==> config.mk <==
export PLATFORM = sky130hd
export DESIGN_NAME = scq_div_cell
export DESIGN_NICKNAME = d
export VERILOG_FILES = /design/src/rtl/scq_pkg.sv /design/src/rtl/scq_div_cell.sv
export SDC_FILE = /design/constraint.sdc
export NUM_CORES = 1
export LEC_CHECK = 0
export ABC_AREA = 1
export BUFFER_PORTS_ARGS = -buffer_cell sky130_fd_sc_hd__buf_4
export CAP_MARGIN = 20
export CORE_ASPECT_RATIO = 0.5
export CORE_UTILIZATION = 52
export DETAILED_ROUTE_END_ITERATION = 12
export GPL_TIMING_DRIVEN = 0
export PLACE_DENSITY = 0.88
export SKIP_LAST_GASP = 1
export SLEW_MARGIN = 20
export SYNTH_ARGS = -nofsm -noshare
export SYNTH_HDL_FRONTEND = slang
export SYNTH_SLANG_ARGS = --single-unit
==> constraint.sdc <==
create_clock -name i_clk -period 4.4 [get_ports i_clk]
set_input_delay 0.88 -clock i_clk [delete_from_list [all_inputs] [get_ports i_clk]]
set_output_delay 0.88 -clock i_clk [all_outputs]
set_load 0.005 [all_outputs]
==> src/rtl/scq_pkg.sv <==
// shared widths, register indexes and pipeline word types for scissor_clip_quad_uv
// no dependencies
package scq_pkg;

    localparam int CW = 16;              // output coordinate width
    localparam int IW = CW - 1;          // input coordinate and shift width
    localparam int UW = 17;              // UQ1.16 texture coordinate width
    localparam int DW = CW + 1;          // span / divisor width
    localparam int QW = UW;              // quotient width
    localparam int NW = UW + DW;         // product width
    localparam int LANES = 4;
    localparam int IDXW = 3;

    localparam logic [IDXW-1:0] REG_ENABLE = 3'd0;
    localparam logic [IDXW-1:0] REG_LEFT   = 3'd1;
    localparam logic [IDXW-1:0] REG_TOP    = 3'd2;
    localparam logic [IDXW-1:0] REG_RIGHT  = 3'd3;
    localparam logic [IDXW-1:0] REG_BOTTOM = 3'd4;
    localparam logic [IDXW-1:0] REG_SHX    = 3'd5;
    localparam logic [IDXW-1:0] REG_SHY    = 3'd6;

    typedef struct packed {
        logic [DW-1:0] rem;
        logic [QW-1:0] low;   // dividend bits going out, quotient bits coming in
        logic [DW-1:0] d;
        logic          neg;
        logic [UW-1:0] t0;
    } t_div;

    typedef struct packed {
        logic [UW-1:0] mag;
        logic [DW-1:0] k;
        logic [DW-1:0] d;
        logic          neg;
        logic [UW-1:0] t0;
    } t_setup;

    typedef struct packed {
        logic                 vis;
        logic signed [CW-1:0] ax;
        logic signed [CW-1:0] ay;
        logic signed [CW-1:0] bx;
        logic signed [CW-1:0] by;
    } t_side;

endpackage

==> src/rtl/scq_div_cell.sv <==
// one restoring division step of the interpolation divider chain
// depends on scq_pkg
module scq_div_cell import scq_pkg::*; (
    input  logic i_clk,
    input  logic i_en,
    input  t_div i_word,
    output t_div o_word
);

    t_div          r_word;
    t_div          n_word;
    logic [DW:0]   w_trial;
    logic          w_ge;

    always_comb begin
        w_trial = {i_word.rem, i_word.low[QW-1]};
        w_ge    = (w_trial >= {1'b0, i_word.d});
        n_word  = i_word;
        n_word.rem = w_ge ? DW'(w_trial - {1'b0, i_word.d}) : w_trial[DW-1:0];
        n_word.low = {i_word.low[QW-2:0], w_ge};
    end

    always_ff @(posedge i_clk) begin
        if (i_en) begin
            r_word <= n_word;
        end
    end

    assign o_word = r_word;

endmodule

**Yosys cells after proc, flatten, opt, wreduce, memory -nomap -nowiden**

Index checks and enable logic that the tools add are counted.

- Bits of input ports: 71
- Bits in registers: 69

- Multiplexer cells: 1
- Magnitude comparators: 1
- Add/subtract/negate cells: 1

Operators by type and width:

| kind | number |
|---|---|
| greater-or-equal comparator 18 x 17 -> 1 bit | 1 |
| two-way mux 17 bit | 1 |
| subtractor 17 bit | 1 |

**Depth between registers and ports, before layout**

Gate-level depths: netlist of run 1.

- Depth in word-level cells: 2
- Gate-level depth with buffers: 14
- Gate-level depth less buffers: 14

**Least setup slack after synthesis of run 1**

Ideal clock, no wire load.

- Kind: input port to flip-flop
- Start point: input port i_word[31] (netlist name)
- End point: register r_word, in the netlist o_word[56] (data pin)
- Setup time: 0.252 ns
- Arrival: 2.219 ns
- Setup slack: 1.930 ns
- Buffers on the path: 1
- Cell stages on the path: 11
- Cell sequence: inv_1 > ha_1 > nand2_2 > inv_2 > nand2_4 > a21oi_2 > nor3_4 > nand2_4 > buf_12 > nand2_4 > nand2_2

RTL lines:

| what | RTL line | source |
|---|---|---|
| from (decl) | scq_div_cell.sv:6 | `input t_div i_word,` |
| to (signal assigned) | scq_div_cell.sv:25 | `r_word <= n_word;` |
| to (decl) | scq_div_cell.sv:10 | `t_div r_word;` |

==> results_dict.tcl, run 1 <==
set metrics [dict create \
    htreeDepth 3 \
    synth_area_leader_cell "edfxtp_1" \
    postCtsSetupBuffers 0 \
    grt_usage_pct 22.9 \
    synth_xor_area_share_pct 1.66 \
    core_area_sq_mm 0.00678 \
    grt_max_degree 70 \
    power.leakage_nw 2.58 \
    largest_register_ffs 69 \
    cts.path.max_buffers 2 \
    crit_arrival_ns 2.60 \
    antenna_found_initial 0 \
    drtIter0Drc 199 \
    max_slew.worst_pin.slew_ns 0.855 \
    worst_setup_path_end_kind "register" \
    worst_path_max_delay_cell "ha_1" \
    die_w_um 121 \
    start_kind "input port" \
    port-buffer-count 139 \
    synth_compound_area_share_pct 1.93 \
    numClockSinks 69 \
    final_common_cell "buf_4" \
    crit_type "input port to register" \
    ios 140 \
    clk_pin_slew_ns 0.06 \
    cpMostUsedCell "nand2_2" \
    drv_cap 0 \
    area_growth_pct 38.6 \
    holdWs_ns 0.722 \
    totalWireLength_mm 8.44 \
    synth_top_area_share_pct 56.0 \
    synth_area_sq_mm 0.00370 \
    final_cell_mix "140 x buf_4, 107 x nand2_1, 69 x edfxtp_1" \
    synth_top_family_by_area "simple AND/OR/NAND/NOR gates" \
    viasPerCell 4.75 \
    overflow 0 \
    period_needed_ns 2.51 \
    grt_pass1_wl_mm 12.3 \
    vias 2930 \
    finalSetupTns_ns 0 \
    first_pass_iters 4 \
    crit_required_ns 4.49 \
    synthesis.nets 459 \
    die-area_sq_mm 0.00747 \
    path_delay_family "simple AND/OR/NAND/NOR gates" \
    synth-seq-area-share_pct 56.0 \
    avgRoutedWirePerCell_um 13.7 \
    yosysWarnings 0 \
    crit_chain "buf_4, inv_1, ha_1, nand2_2, nor2_2, nand2_2, nor2_2, nor3_4, nand2_4, buf_12, nand2_4, nand2_2" \
    p_per_area_mw_per_mm2 366 \
    power.share.combinational_pct 21.7 \
    power_frac_seq_pct 43.7 \
    cp_max_fo 10 \
    ant_nets 0 \
    synthCells 370 \
    swShare_pct 26.6 \
    cts_resized 0 \
    synth_area_leaders "edfxtp_1 56%, nand2_1 11%, inv_1 6.5%, ha_1 5.8%, nand3_1 3.9%" \
    synthDistinctLibCells 26 \
    setup_violations 0 \
    status "finished clean" \
    placementRows 21 \
    rsz0062_at_grt "false" \
    fin_nets 609 \
    cts_hold_buf 0 \
    root_buffer "clkbuf_16" \
    max_freq_mhz 399 \
    initial_core_util_pct 54.5 \
    worst-path-buf-inv 3 \
    placed_cells_incl_taps 601 \
    synth_seq_cells 69 \
    gp_congestion 0.885 \
    hpwl_mm 6.29 \
    die_h_um 61.6 \
    peakVddDrop_mv 0.194 \
    pwr-share-clk_pct 34.6 \
    layout-drive-gt1-share_pct 39.0 \
    fin_crit_sh_pct 57.0 \
    numCtsBuffers 9 \
    hold_viol_final 0 \
    synthMuxAreaShare_pct 0 \
    drc 0 \
    syn_area_per_cell_sq_um 9.99 \
    hp-class "input port to register" \
    switchingPower_mw 0.499 \
    max_slew_margin_pct 43.0 \
    synthAdderAreaFrac_pct 6.29 \
    p_int_mw 1.38 \
    yosys.area_share.simple_pct 25.9 \
    cpPeakStageDelay_ns 0.36 \
    cts_tree "built" \
    fin_cells 617 \
    grt_pass1_vias 2548 \
    num_antenna_cells 0 \
    drv_slew 0 \
]
[power by group through the flow]
stage	clock, mW	combinational, mW	sequential, mW
detailed placement	0	0.402	0.833
floorplan	0	0.197	0.839
global route	0.689	0.446	0.824
finish	0.648	0.407	0.819
CTS	0.661	0.407	0.820
global placement	0	0.392	0.828
[per-layer routing]
| metal | track usage, % | share of wire, % | up-vias |
|---|---|---|---|
| li1 | - | - | 1497 |
| met1 | 28.4 | 43 | 1307 |
| met3 | 7.31 | 6.5 | 9 |
| met5 | 0 | 0 | - |
| met4 | 5.11 | 1.2 | 0 |
| met2 | 40.2 | 49 | 117 |
[path summary, 6_finish.rpt]
path                    from         end  slack (ns)  depth (start not counted)
hold / removal    i_word[45]  o_word[46]        0.72                          1
setup / recovery  i_word[27]  o_word[64]        1.89                         12
[cell families (layout without fill, tap and decap cells)]
family,count (synthesis),in the layout
AND/OR/NAND/NOR,191,191
adder cells (fa/ha/maj),18,18
buffers and inverters,73,228
flip-flops,69,69
XOR/XNOR,7,7
AO/OA/AOI/OAI,12,12
[synth_stat cells]
| master | number |
|---|---|
| nand4_1 | 4 |
| buf_12 | 1 |
| a21oi_1 | 9 |
| ha_1 | 17 |
| clkinv_1 | 1 |
| nand2_2 | 17 |
| nor3_4 | 1 |
| o21ai_2 | 1 |
| edfxtp_1 | 69 |
| nand2_4 | 12 |
| buf_4 | 1 |
| a21oi_2 | 2 |
| nor2_1 | 8 |
| nand2_1 | 107 |
| xor2_1 | 7 |
| inv_1 | 64 |
| fa_1 | 1 |
| and2_1 | 1 |
| nor3_2 | 1 |
| nor3_1 | 2 |
| buf_6 | 1 |
| buf_2 | 1 |
| nand3_2 | 4 |
| nand3_1 | 29 |
| nor2_2 | 5 |
| inv_2 | 4 |
[cell type report]
cell class,count,area (sq um)
sequential,69,2070
fill,482,1660
multi-input combinational,228,1320
timing repair buffer,139,1040
inverter,69,259
clock buffer,10,229
tap,92,115
buffer,4,43.8
clock inverter,6,38.8
[stage by stage]
step | setup slack [ns] | instance area (sq um) | total power [mW] | utilization (%)
after CTS | 1.92 | 5120 | 1.89 | 75.6
after global routing | 1.78 | 5120 | 1.96 | 75.6
after global placement | 1.58 | 4860 | 1.22 | 71.6
final | 1.89 | 5120 | 1.87 | 75.6
after floorplan | 1.93 | 3700 | 1.04 | -
after detailed placement | 1.56 | 4860 | 1.23 | 71.6
(Power assumes the default switching activity.)
==> inputs of run 2 (changes only) <==
CORE_UTILIZATION = 49   (was 52)
PLACE_DENSITY = 0.84   (was 0.88)
clock period = 2.46 ns   (was 4.4 ns; I/O delays follow)
==> run 2 against run 1 <==
Net effect:
- the flow now finishes with violations (design-rule violations)
- critical path depth unchanged
- combinational power rose by 78%
- sequential share of layout area down 0.36 points
- largest cell class unchanged
- largest power group unchanged
- highest routed layer unchanged
==> results_dict.tcl, run 2 (synthesis results as in run 1) <==
set metrics [dict create \
    antenna_found_initial 0 \
    grt_pass1_wl_mm 13.3 \
    grt_max_degree 70 \
    grt_pass1_vias 2700 \
    power_frac_seq_pct 41.2 \
    min-delay-start "i_word[36]" \
    crit_required_ns 2.54 \
    power_mw 3.55 \
    placementRows 21 \
    final_common_cell "buf_4" \
    htreeDepth 3 \
    crit_arrival_ns 2.23 \
    ant_nets 0 \
    numClockSinks 69 \
    status "finished, violations left" \
    port-buffer-count 139 \
    period_needed_ns 2.15 \
    switchingPower_mw 0.892 \
    fin_crit_sh_pct 87.4 \
    cts_hold_buf 0 \
    die-area_sq_mm 0.00792 \
    whs_path_depth 1 \
    num_antenna_cells 0 \
    violations "design-rule violations" \
    final_cell_mix "140 x buf_4, 107 x nand2_1, 69 x edfxtp_1" \
    postCtsSetupBuffers 0 \
    ios 140 \
    overflow 0 \
    holdWs_ns 0.336 \
    numCtsBuffers 9 \
    drv_slew 0 \
    hold_end "o_word[37]" \
    cts_tree "built" \
    p_per_area_mw_per_mm2 687 \
    avgRoutedWirePerCell_um 14.0 \
    rsz0062_at_grt "false" \
    p_int_mw 2.66 \
    grt_usage_pct 22.4 \
    die_h_um 63.4 \
    pwr-share-clk_pct 38.4 \
    die_w_um 125 \
    crit_type "input port to register" \
    max_freq_mhz 465 \
    cts.path.max_buffers 2 \
    worst_setup_path_end_kind "register" \
    max_slew_margin_pct 41.0 \
    power.leakage_nw 2.60 \
    initial_core_util_pct 52.9 \
    hpwl_mm 6.53 \
    layout-drive-gt1-share_pct 39.1 \
    fillers 532 \
    hp-class "input port to register" \
    setup_violations 0 \
    hold_viol_final 0 \
    totalWireLength_mm 8.60 \
    drv_cap 0 \
    fin_nets 609 \
    root_buffer "clkbuf_16" \
    gp_congestion 0.873 \
    start_kind "input port" \
    max_slew.worst_pin.slew_ns 0.885 \
    vias 2915 \
    cts_resized 0 \
    drc 22 \
    viasPerCell 4.73 \
    cp_max_fo 10 \
    swShare_pct 25.1 \
    power.share.combinational_pct 20.4 \
    core_area_sq_mm 0.00699 \
    drtIter0Drc 172 \
    area_growth_pct 39.8 \
    largest_register_ffs 69 \
    peakVddDrop_mv 0.401 \
    clk_pin_slew_ns 0.06 \
    first_pass_iters 10 \
]
==> run 2: cell types whose count changed in the layout (fill, tap and decap cells not counted) <==
cell,before,now
inv_6,1,0
clkbuf_1,1,0
clkinv_2,3,1
bufinv_16,0,2
clkinv_4,0,1
==> run 2: critical path, stage by stage <==
cell,delay [ns]
buf_4,0.09
inv_1,0.04
ha_1,0.36
nand2_2,0.16
nor2_2,0.07
nand2_2,0.08
nor2_2,0.05
nor3_4,0.35
nand2_4,0.21
buf_12,0.22
nand2_4,0.06
nand2_2,0.05
==> run 2: final cells by class <==
cell class / count / area, sq um / area share, %
Buffer: 4 / 43.8 / 0.847
Sequential cell: 69 / 2070 / 40.1
Timing Repair Buffer: 139 / 1040 / 20.2
Multi-Input combinational cell: 228 / 1320 / 25.6
Tap cell: 92 / 115 / 2.23
Clock inverter: 6 / 88.8 / 1.72
Inverter: 69 / 259 / 5.01
Clock buffer: 9 / 225 / 4.36
==> run 2: per-layer routing <==
metal | wire (um) | vias up | global-route usage (%)
met3 | 587 | 9 | 6.12
met4 | 116 | 0 | 7.47
li1 | - | 1494 | -
met5 | 0 | - | 0
met2 | 4100 | 103 | 37.9
met1 | 3800 | 1309 | 28.1
==> run 2: metrics by stage <==
step                      util (%)  cells  setup WS, ns  setup TNS (ns)  cell area [sq um]
after floorplan                  -    370         0.378               0               3700
after global placement        69.5    601        0.0105               0               4860
after detailed placement      69.5    601       -0.0196          -0.122               4860
after CTS                     74.0    616         0.330               0               5170
after global routing          74.0    616         0.183               0               5170
final                         74.0    616         0.311               0               5170
==> run 2: how the worst max path moves through the flow <==
stage / endpoint / startpoint / cells past startpoint
6_report: o_word[64] / i_word[27] / 12
5_1_grt: o_word[55] / i_word[27] / 12
4_1_cts: o_word[57] / i_word[27] / 12
3_5_place_dp: o_word[57] / i_word[27] / 12
3_3_place_gp: o_word[57] / i_word[27] / 12
2_1_floorplan: o_word[56] / i_word[31] / 11
==> run 2: power by group through the flow <==
| stage | sequential [mW] | combinational (mW) | clock [mW] |
|---|---|---|---|
| after detailed placement | 1.49 | 0.725 | 0 |
| after global routing | 1.47 | 0.792 | 1.45 |
| final | 1.46 | 0.725 | 1.36 |
| after CTS | 1.47 | 0.729 | 1.38 |
| after floorplan | 1.50 | 0.353 | 0 |
| after global placement | 1.48 | 0.706 | 0 |
